$ cat src/design/cist_pkg.sv
package cist_pkg;

  localparam int SLOT_COUNT_DEF = 16;
  localparam int KEY_BITS_DEF   = 8;
  localparam int CNT_BITS       = 8;

  localparam logic [1:0] REQ_ADD    = 2'd0;
  localparam logic [1:0] REQ_REMOVE = 2'd1;
  localparam logic [1:0] REQ_QUERY  = 2'd2;

  // Result of the shared key compare / count arithmetic unit
  typedef struct packed {
    logic                match;
    logic                under;
    logic                zero;
    logic [CNT_BITS-1:0] sum;
    logic [CNT_BITS-1:0] diff;
  } alu_res_t;

endpackage

$ cat src/design/cist_ram.sv
module cist_ram #(
  parameter int WIDTH = 16,
  parameter int DEPTH = 16,
  localparam int AW = (DEPTH > 1) ? $clog2(DEPTH) : 1
) (
  input  logic             clk,
  input  logic             we,
  input  logic [AW-1:0]    waddr,
  input  logic [WIDTH-1:0] wdata,
  input  logic [AW-1:0]    raddr,
  output logic [WIDTH-1:0] rdata
);

  logic [WIDTH-1:0] mem [DEPTH];

  always_ff @(posedge clk) begin
    if (we) begin
      mem[waddr] <= wdata;
    end
    rdata <= mem[raddr];
  end

endmodule

$ cat src/design/cist_alu.sv
module cist_alu
  import cist_pkg::*;
#(
  parameter int KEY_BITS = KEY_BITS_DEF
) (
  input  logic [KEY_BITS-1:0] key_a,
  input  logic [KEY_BITS-1:0] key_b,
  input  logic [CNT_BITS-1:0] cnt,
  input  logic [CNT_BITS-1:0] amt,
  output alu_res_t            res
);

  always_comb begin
    res.match = (key_a == key_b);
    res.under = (cnt < amt);
    res.sum   = cnt + amt;
    res.diff  = cnt - amt;
    res.zero  = (cnt == amt);
  end

endmodule

$ cat src/design/counted_item_slot_table_unit.sv
// Sequence: the beat is latched on accept, then S slots are scanned (match index + 1, slots
//   in use when absent, 0 on an empty table), the result is formed in S_EXEC and, on a
//   delete, H later slots are moved down; S + H never exceeds the slots in use. One slot
//   read per cycle on the RAM port.
// Throughput: one request at a time; busy drops in the cycle the result is on the outputs,
//   so a new beat can go in once busy is low. Results pulse on out_valid for one cycle.
// Reset (synchronous, rst_n low) empties the table at once; slot storage is not cleared.
module counted_item_slot_table_unit
  import cist_pkg::*;
#(
  parameter int SLOT_COUNT = SLOT_COUNT_DEF,
  parameter int KEY_BITS   = KEY_BITS_DEF
) (
  input  logic       clk,
  input  logic       rst_n,
  input  logic       start,
  output logic       busy,
  input  logic [1:0] in_req_type,
  input  logic [7:0] in_item_key,
  input  logic [7:0] in_amount,
  output logic       out_valid,
  output logic       out_success,
  output logic [7:0] out_key_count,
  output logic [4:0] out_slots_used
);

  localparam int IDX_W = (SLOT_COUNT > 1) ? $clog2(SLOT_COUNT) : 1;
  localparam int CNT_W = $clog2(SLOT_COUNT + 1);
  localparam int IW    = CNT_W + 1;
  localparam int DW    = KEY_BITS + CNT_BITS;

  localparam logic [1:0] S_IDLE  = 2'd0;
  localparam logic [1:0] S_SCAN  = 2'd1;
  localparam logic [1:0] S_EXEC  = 2'd2;
  localparam logic [1:0] S_SHIFT = 2'd3;

  logic [1:0]          state_r, state_nxt;
  logic [IDX_W-1:0]    idx_r, idx_nxt;
  logic [IDX_W-1:0]    pos_r, pos_nxt;
  logic                found_r, found_nxt;
  logic [CNT_BITS-1:0] cnt_r, cnt_nxt;
  logic [1:0]          req_r, req_nxt;
  logic [KEY_BITS-1:0] key_r, key_nxt;
  logic [CNT_BITS-1:0] amt_r, amt_nxt;
  logic [CNT_W-1:0]    used_r, used_nxt;

  logic                out_valid_r, out_valid_nxt;
  logic                out_success_r, out_success_nxt;
  logic [CNT_BITS-1:0] out_key_count_r, out_key_count_nxt;
  logic [CNT_W-1:0]    out_used_r, out_used_nxt;

  // RAM port signals
  logic             ram_we;
  logic [IDX_W-1:0] ram_waddr;
  logic [DW-1:0]    ram_wdata;
  logic [IDX_W-1:0] ram_raddr;
  logic [DW-1:0]    ram_rdata;

  logic [KEY_BITS-1:0] rd_key;
  logic [CNT_BITS-1:0] rd_cnt;
  alu_res_t            alu;

  logic [IW-1:0] idx_p1, idx_p2, pos_p1, used_w;

  assign rd_key = ram_rdata[DW-1:CNT_BITS];
  assign rd_cnt = ram_rdata[CNT_BITS-1:0];

  assign idx_p1 = IW'(idx_r) + IW'(1);
  assign idx_p2 = IW'(idx_r) + IW'(2);
  assign pos_p1 = IW'(pos_r) + IW'(1);
  assign used_w = IW'(used_r);

  cist_ram #(
    .WIDTH (DW),
    .DEPTH (SLOT_COUNT)
  ) u_slots (
    .clk   (clk),
    .we    (ram_we),
    .waddr (ram_waddr),
    .wdata (ram_wdata),
    .raddr (ram_raddr),
    .rdata (ram_rdata)
  );

  // Shared unit: key compare while scanning, count add / subtract when executing
  cist_alu #(
    .KEY_BITS (KEY_BITS)
  ) u_alu (
    .key_a (key_r),
    .key_b (rd_key),
    .cnt   (cnt_r),
    .amt   (amt_r),
    .res   (alu)
  );

  // Read address runs one slot ahead of the state that consumes the data
  always_comb begin
    unique case (state_r)
      S_IDLE:  ram_raddr = '0;
      S_SCAN:  ram_raddr = IDX_W'(idx_p1);
      S_EXEC:  ram_raddr = IDX_W'(pos_p1);
      S_SHIFT: ram_raddr = IDX_W'(idx_p2);
      default: ram_raddr = '0;
    endcase
  end

  always_comb begin
    state_nxt         = state_r;
    idx_nxt           = idx_r;
    pos_nxt           = pos_r;
    found_nxt         = found_r;
    cnt_nxt           = cnt_r;
    req_nxt           = req_r;
    key_nxt           = key_r;
    amt_nxt           = amt_r;
    used_nxt          = used_r;
    out_valid_nxt     = 1'b0;
    out_success_nxt   = out_success_r;
    out_key_count_nxt = out_key_count_r;
    out_used_nxt      = out_used_r;
    ram_we            = 1'b0;
    ram_waddr         = pos_r;
    ram_wdata         = {key_r, alu.sum};

    unique case (state_r)
      S_IDLE: begin
        if (start) begin
          // Latch the beat and start the scan at slot 0
          req_nxt   = in_req_type;
          key_nxt   = KEY_BITS'(in_item_key);
          amt_nxt   = in_amount;
          found_nxt = 1'b0;
          cnt_nxt   = '0;
          idx_nxt   = '0;
          state_nxt = (used_r == '0) ? S_EXEC : S_SCAN;
        end
      end

      S_SCAN: begin
        // Data on the RAM port belongs to slot idx_r
        if (alu.match) begin
          found_nxt = 1'b1;
          pos_nxt   = idx_r;
          cnt_nxt   = rd_cnt;
          state_nxt = S_EXEC;
        end else if (idx_p1 == used_w) begin
          state_nxt = S_EXEC;
        end else begin
          idx_nxt = IDX_W'(idx_p1);
        end
      end

      S_EXEC: begin
        state_nxt         = S_IDLE;
        out_valid_nxt     = 1'b1;
        out_success_nxt   = 1'b0;
        out_key_count_nxt = found_r ? cnt_r : '0;
        priority case (req_r)
          REQ_ADD: begin
            if (found_r) begin
              ram_we            = 1'b1;
              ram_wdata         = {key_r, alu.sum};
              out_success_nxt   = 1'b1;
              out_key_count_nxt = alu.sum;
            end else if (used_w < IW'(SLOT_COUNT)) begin
              // Append a new slot at the end
              ram_we            = 1'b1;
              ram_waddr         = IDX_W'(used_r);
              ram_wdata         = {key_r, amt_r};
              used_nxt          = used_r + CNT_W'(1);
              out_success_nxt   = 1'b1;
              out_key_count_nxt = amt_r;
            end
          end
          REQ_REMOVE: begin
            if (found_r && !alu.under) begin
              out_success_nxt   = 1'b1;
              out_key_count_nxt = alu.diff;
              if (!alu.zero) begin
                ram_we    = 1'b1;
                ram_wdata = {key_r, alu.diff};
              end else if (pos_p1 < used_w) begin
                // Delete: move the later slots down, one per cycle
                idx_nxt       = pos_r;
                state_nxt     = S_SHIFT;
                out_valid_nxt = 1'b0;
              end else begin
                used_nxt = used_r - CNT_W'(1);
              end
            end
          end
          REQ_QUERY: begin
            out_success_nxt = 1'b1;
          end
          default: begin
            out_success_nxt = 1'b0;
          end
        endcase
        out_used_nxt = used_nxt;
      end

      S_SHIFT: begin
        // Data on the RAM port belongs to slot idx_r + 1
        ram_we    = 1'b1;
        ram_waddr = idx_r;
        ram_wdata = ram_rdata;
        if (idx_p2 < used_w) begin
          idx_nxt = IDX_W'(idx_p1);
        end else begin
          used_nxt          = used_r - CNT_W'(1);
          state_nxt         = S_IDLE;
          out_valid_nxt     = 1'b1;
          out_success_nxt   = 1'b1;
          out_key_count_nxt = '0;
          out_used_nxt      = used_r - CNT_W'(1);
        end
      end

      default: begin
        state_nxt = S_IDLE;
      end
    endcase
  end

  always_ff @(posedge clk) begin
    if (!rst_n) begin
      state_r     <= S_IDLE;
      used_r      <= '0;
      found_r     <= 1'b0;
      out_valid_r <= 1'b0;
    end else begin
      state_r     <= state_nxt;
      used_r      <= used_nxt;
      found_r     <= found_nxt;
      out_valid_r <= out_valid_nxt;
    end
  end

  // Payload registers hold without reset
  always_ff @(posedge clk) begin
    idx_r           <= idx_nxt;
    pos_r           <= pos_nxt;
    cnt_r           <= cnt_nxt;
    req_r           <= req_nxt;
    key_r           <= key_nxt;
    amt_r           <= amt_nxt;
    out_success_r   <= out_success_nxt;
    out_key_count_r <= out_key_count_nxt;
    out_used_r      <= out_used_nxt;
  end

  assign busy           = (state_r != S_IDLE);
  assign out_valid      = out_valid_r;
  assign out_success    = out_success_r;
  assign out_key_count  = out_key_count_r;
  assign out_slots_used = 5'(out_used_r);

  a_used_bound: assert property (@(posedge clk) disable iff (!rst_n)
    IW'(used_r) <= IW'(SLOT_COUNT))
    else $error("slot fill count exceeds table size");

  a_scan_in_range: assert property (@(posedge clk) disable iff (!rst_n)
    (state_r == S_SCAN) |-> (idx_p1 <= used_w))
    else $error("scan index past occupied slots");

  a_shift_in_range: assert property (@(posedge clk) disable iff (!rst_n)
    (state_r == S_SHIFT) |-> (idx_p2 <= used_w))
    else $error("compaction index past occupied slots");

  a_result_after_busy: assert property (@(posedge clk) disable iff (!rst_n)
    out_valid |-> $past(busy))
    else $error("result strobe without a request in progress");

  a_single_pulse: assert property (@(posedge clk) disable iff (!rst_n)
    out_valid |=> !out_valid)
    else $error("result strobe held for two cycles");

endmodule
$ cat config.mk
export PLATFORM = sky130hd
export DESIGN_NAME = counted_item_slot_table_unit
export DESIGN_NICKNAME = d
export VERILOG_FILES = /design/src/design/cist_pkg.sv /design/src/design/cist_ram.sv /design/src/design/cist_alu.sv /design/src/design/counted_item_slot_table_unit.sv
export SDC_FILE = /design/constraint.sdc
export NUM_CORES = 1
export LEC_CHECK = 0
export BUFFER_PORTS_ARGS = -buffer_cell sky130_fd_sc_hd__buf_4
export CAP_MARGIN = 20
export CORE_MARGIN = 2
export CORE_UTILIZATION = 50
export CTS_BUF_LIST = sky130_fd_sc_hd__clkbuf_4 sky130_fd_sc_hd__clkbuf_8
export DETAILED_ROUTE_END_ITERATION = 8
export MAX_ROUTING_LAYER = met4
export PLACE_DENSITY = 0.66
export REMOVE_ABC_BUFFERS = 1
export SYNTH_ARGS = -nofsm -noshare
export SYNTH_HDL_FRONTEND = slang
export SYNTH_SLANG_ARGS = --single-unit
$ cat constraint.sdc
create_clock -name clk -period 3.9 [get_ports clk]
set_input_delay 0.78 -clock clk [delete_from_list [all_inputs] [get_ports clk]]
set_output_delay 0.78 -clock clk [all_outputs]
set_load 0.01 [all_outputs]
==> impl_metrics.json <==
{
  "max_slew_margin_pct": 43.5,
  "finalWorstPathRequiredPeriod_ns": 3.44,
  "grt_use_total_pct": 28.0,
  "place_congestion": 0.911,
  "antenna_left": 0,
  "met1_usage_pct": 34.8,
  "async_reset_ff_share_pct": 0,
  "wire_per_inst_um": 25.6,
  "synthesis.area_mm2": 0.0181,
  "ys_warn_count": 0,
  "fp-row-count": 69,
  "seq_area_frac_synth_pct": 53.3,
  "area_growth_syn_to_layout_pct": 11.4,
  "hold_violations": 0,
  "dieHeight_um": 194,
  "drv_slew": 0,
  "cp_max_fo": 16,
  "ctsResizeCount": 0,
  "clockBufferDepth": 3,
  "fin_ws_ns": 0.465,
  "num_io_pins": 37,
  "floorplan.initialDensity_pct": 50.8,
  "dr.first_iter.drc_count": 1321,
  "min_path_cells": 1,
  "grtUsageMet2_pct": 46.0,
  "crit_top_cell": "buf_4",
  "dieArea_mm2": 0.0377,
  "dp_hpwl_um": 31500,
  "ys.flop_type": "edfxtp_1",
  "cp_slowest_cell": "edfxtp_1",
  "placed_area_mm2": 0.0190,
  "max_stage_delay_ns": 0.45,
  "cts_tree": "built",
  "ys_types": 80,
  "fin_nets": 1582,
  "status": "finished clean",
  "endpoint_kind": "register",
  "synth.largest_area_cell": "edfxtp_1",
  "post-route-period-util_pct": 88.1,
  "h-tree-depth": 2,
  "crit_arrival_ns": 3.73,
  "syn_area_per_cell_um2": 12.1,
  "pre_cts_slack_ns": 0.571,
  "grt_overflow_total": 0,
  "ir_drop_mv": 0.385,
  "finalInstanceArea_mm2": 0.0201,
  "post_cts.repair.setup_buffers": 0,
  "drive_gt1_share_pct": 19.9,
  "postCtsHoldBufs": 0,
  "dieWidth_um": 194,
  "insertion_delay_ns": 0.65,
  "coreArea_mm2": 0.0356,
  "grt_max_degree": 69,
  "syn_inst": 1491,
  "setup_viol": 0,
  "hold_class": "in -> reg",
  "min_from": "in_item_key[0]",
  "synth_top_area_share_pct": 50.5,
  "worst-r2r-cell-count": 10,
  "cp-start-kind": "register",
  "grt_setup_unrepaired": "false",
  "pwr-share-clk_pct": 30.6,
  "routed_via_density": 6.68,
  "crit_buf_inv": 2,
  "fillers": 2892,
  "synth_area_leaders": "edfxtp_1, a22oi_1, a22o_1, mux2i_1, dfxtp_1",
  "swShare_pct": 31.6,
  "switchingPower_w": 0.00325,
  "p_per_area_mw_per_mm2": 511,
  "cts.sinks": 329,
  "p_leak_nw": 6.95,
  "drc": 0,
  "drt_wl_total_um": 52000,
  "r2r-end": "u_slots.mem[3][7]",
  "root_buffer": "clkbuf_8",
  "synth-edff-count": 304,
  "cp.required_ns": 4.19,
  "ff2ff_setup_slack_ns": 0.46,
  "grtUsageMet3_pct": 4.56,
  "pwr-share-seq_pct": 43.0,
  "min_to": "key_r[0]",
  "grt_pass1_wl_um": 79200,
  "ys_ff_latch": 329,
  "fin_tns_setup_ns": 0,
  "clk_pin_slew_ns": 0.06,
  "drv_cap": 0,
  "vias": 13594,
  "r2r-start": "amt_r[0]",
  "diodes": 0,
  "top_usage_layer": "met2",
  "tightest_slew_ns": 0.848,
  "crit_chain": "ha_1 > fa_1 > nand2b_1 > a21oi_4 > a21oi_2 > o21ai_0 > buf_4 > nand4_1 > nor2_2 > buf_4",
  "regArea_mm2": 0.00963,
  "final_core_utilization_pct": 56.6,
  "dr.pass1.iters": 7,
  "p_comb_share_pct": 26.4,
  "numCtsBuffers": 54,
  "antenna_found_initial": 0,
  "grt_pass1_vias": 13497,
  "fmax_ghz": 0.291,
  "multi_input_area_mm2": 0.00778,
  "cp_top_family": "compound AO/OA/AOI/OAI gates",
  "critPathKind": "reg -> reg",
  "fin_skew_ns": 0.0280,
  "numPortBuffers": 36,
  "p_int_w": 0.00704
}
## cell usage after synthesis, types with 10 or more instances
| master | n |
|---|---|
| nor2_1 | 52 |
| and3_1 | 14 |
| nor3_1 | 11 |
| mux2_2 | 33 |
| mux2i_1 | 68 |
| buf_4 | 10 |
| a21oi_1 | 45 |
| ha_1 | 29 |
| a211o_1 | 17 |
| a22o_1 | 151 |
| xor2_1 | 13 |
| clkbuf_1 | 50 |
| xnor2_1 | 12 |
| a22oi_1 | 184 |
| dfxtp_1 | 25 |
| inv_1 | 30 |
| mux4_2 | 17 |
| o221ai_1 | 10 |
| o21ai_0 | 86 |
| edfxtp_1 | 304 |
| nand3_1 | 41 |
| buf_2 | 60 |
| nand2_1 | 71 |
| o2111a_1 | 16 |
## worst reg2reg max path, delay by kind of cell, from the launching register on
kind                     cells  cell delay (ns)
AND/OR/NAND/NOR              3             0.71
adder cells (fa/ha/maj)      2             0.66
AO/OA/AOI/OAI                3             0.73
flip-flops                   1             0.45
buffers and inverters        2             0.52
## power by group through the flow
stage	clock network [W]	logic [W]	registers (W)
finish	0.00315	0.00271	0.00443
global route	0.00336	0.00294	0.00444
CTS	0.00322	0.00270	0.00443
floorplan	0	0.00169	0.00456
detailed placement	0	0.00269	0.00450
global placement	0	0.00266	0.00449
## placed cells by master (no fill, tap or decap), types with 7 or more instances in the layout
master,n
edfxtp_1,304
a22oi_1,184
a22o_1,151
buf_4,105
o21ai_0,85
nand2_1,71
mux2i_1,68
clkbuf_8,65
a21oi_1,45
nand3_1,41
nor2_1,36
mux2_2,33
inv_1,30
ha_1,29
dfxtp_1,24
clkbuf_4,21
nor2_2,17
mux4_2,17
a211o_1,17
o2111a_1,16
and3_1,14
xor2_1,13
xnor2_1,12
nor3_1,11
clkinv_2,10
o221ai_1,10
nand4_1,9
nand2b_1,9
o21ai_1,7
nor2b_1,7
## cell families (layout without fill, tap and decap cells)
family                     count (synthesis)  count (layout)  share of synthesized area, %
AOI/OAI and AO/OA                        584             584                          24.6
DFF                                      329             329                          53.3
and+or+nand+nor                          242             242                          6.54
buffers and inverters                    160             242                          4.07
muxes                                    119             119                          8.02
adders and majority gates                 31              31                          2.23
xor gates and xnor gates                  26              26                          1.30
## sequential cells by signal, summed over array words and instances (netlist names)
signal / cells
amt_r: 8
cnt_r: 8
found_r: 1
idx_r: 4
key_r: 8
out_key_count: 8
out_slots_used: 5
out_success: 1
out_valid: 1
pos_r: 4
req_r: 2
state_r: 2
u_slots.mem: 256
u_slots.rdata: 16
used_r: 5
## through the flow
step	hold slack (ns)	power, W	std cells
finish	0.305	0.0103	2034
global route	0.274	0.0107	2034
CTS	0.256	0.0104	2034
detailed placement	0.559	0.00718	1935
global placement	0.558	0.00715	1935
floorplan	0.500	0.00626	1364
## final cells by class
type | count | share of cell area [%]
clock inverter | 13 | 0.435
tap | 461 | 2.86
timing repair buffer | 110 | 4.41
multi-input combinational | 1002 | 38.6
sequential | 329 | 47.8
clock buffer | 86 | 5.22
inverter | 33 | 0.627
## how the worst max path moves through the flow
| stage | cells after the start | to | from | slack (ns) |
|---|---|---|---|---|
| 6_report | 10 | u_slots.mem[3][7] | amt_r[0] | 0.46 |
| 5_1_grt | 10 | u_slots.mem[2][3] | amt_r[0] | 0.33 |
| 4_1_cts | 10 | u_slots.mem[3][3] | amt_r[0] | 0.52 |
| 3_5_place_dp | 10 | u_slots.mem[3][14] | amt_r[0] | 0.57 |
| 3_3_place_gp | 10 | u_slots.mem[3][14] | amt_r[0] | 0.61 |
| 2_1_floorplan | 6 | u_slots.rdata[0] | idx_r[0] | -4.03 |
## metal layers
metal  vias up  part of all wire, %
met5         -                    0
met4         0                  2.9
met3       106                  8.5
met2       652                   49
met1      6743                   40
li1       6093                    -
(Power assumes the default switching activity.)
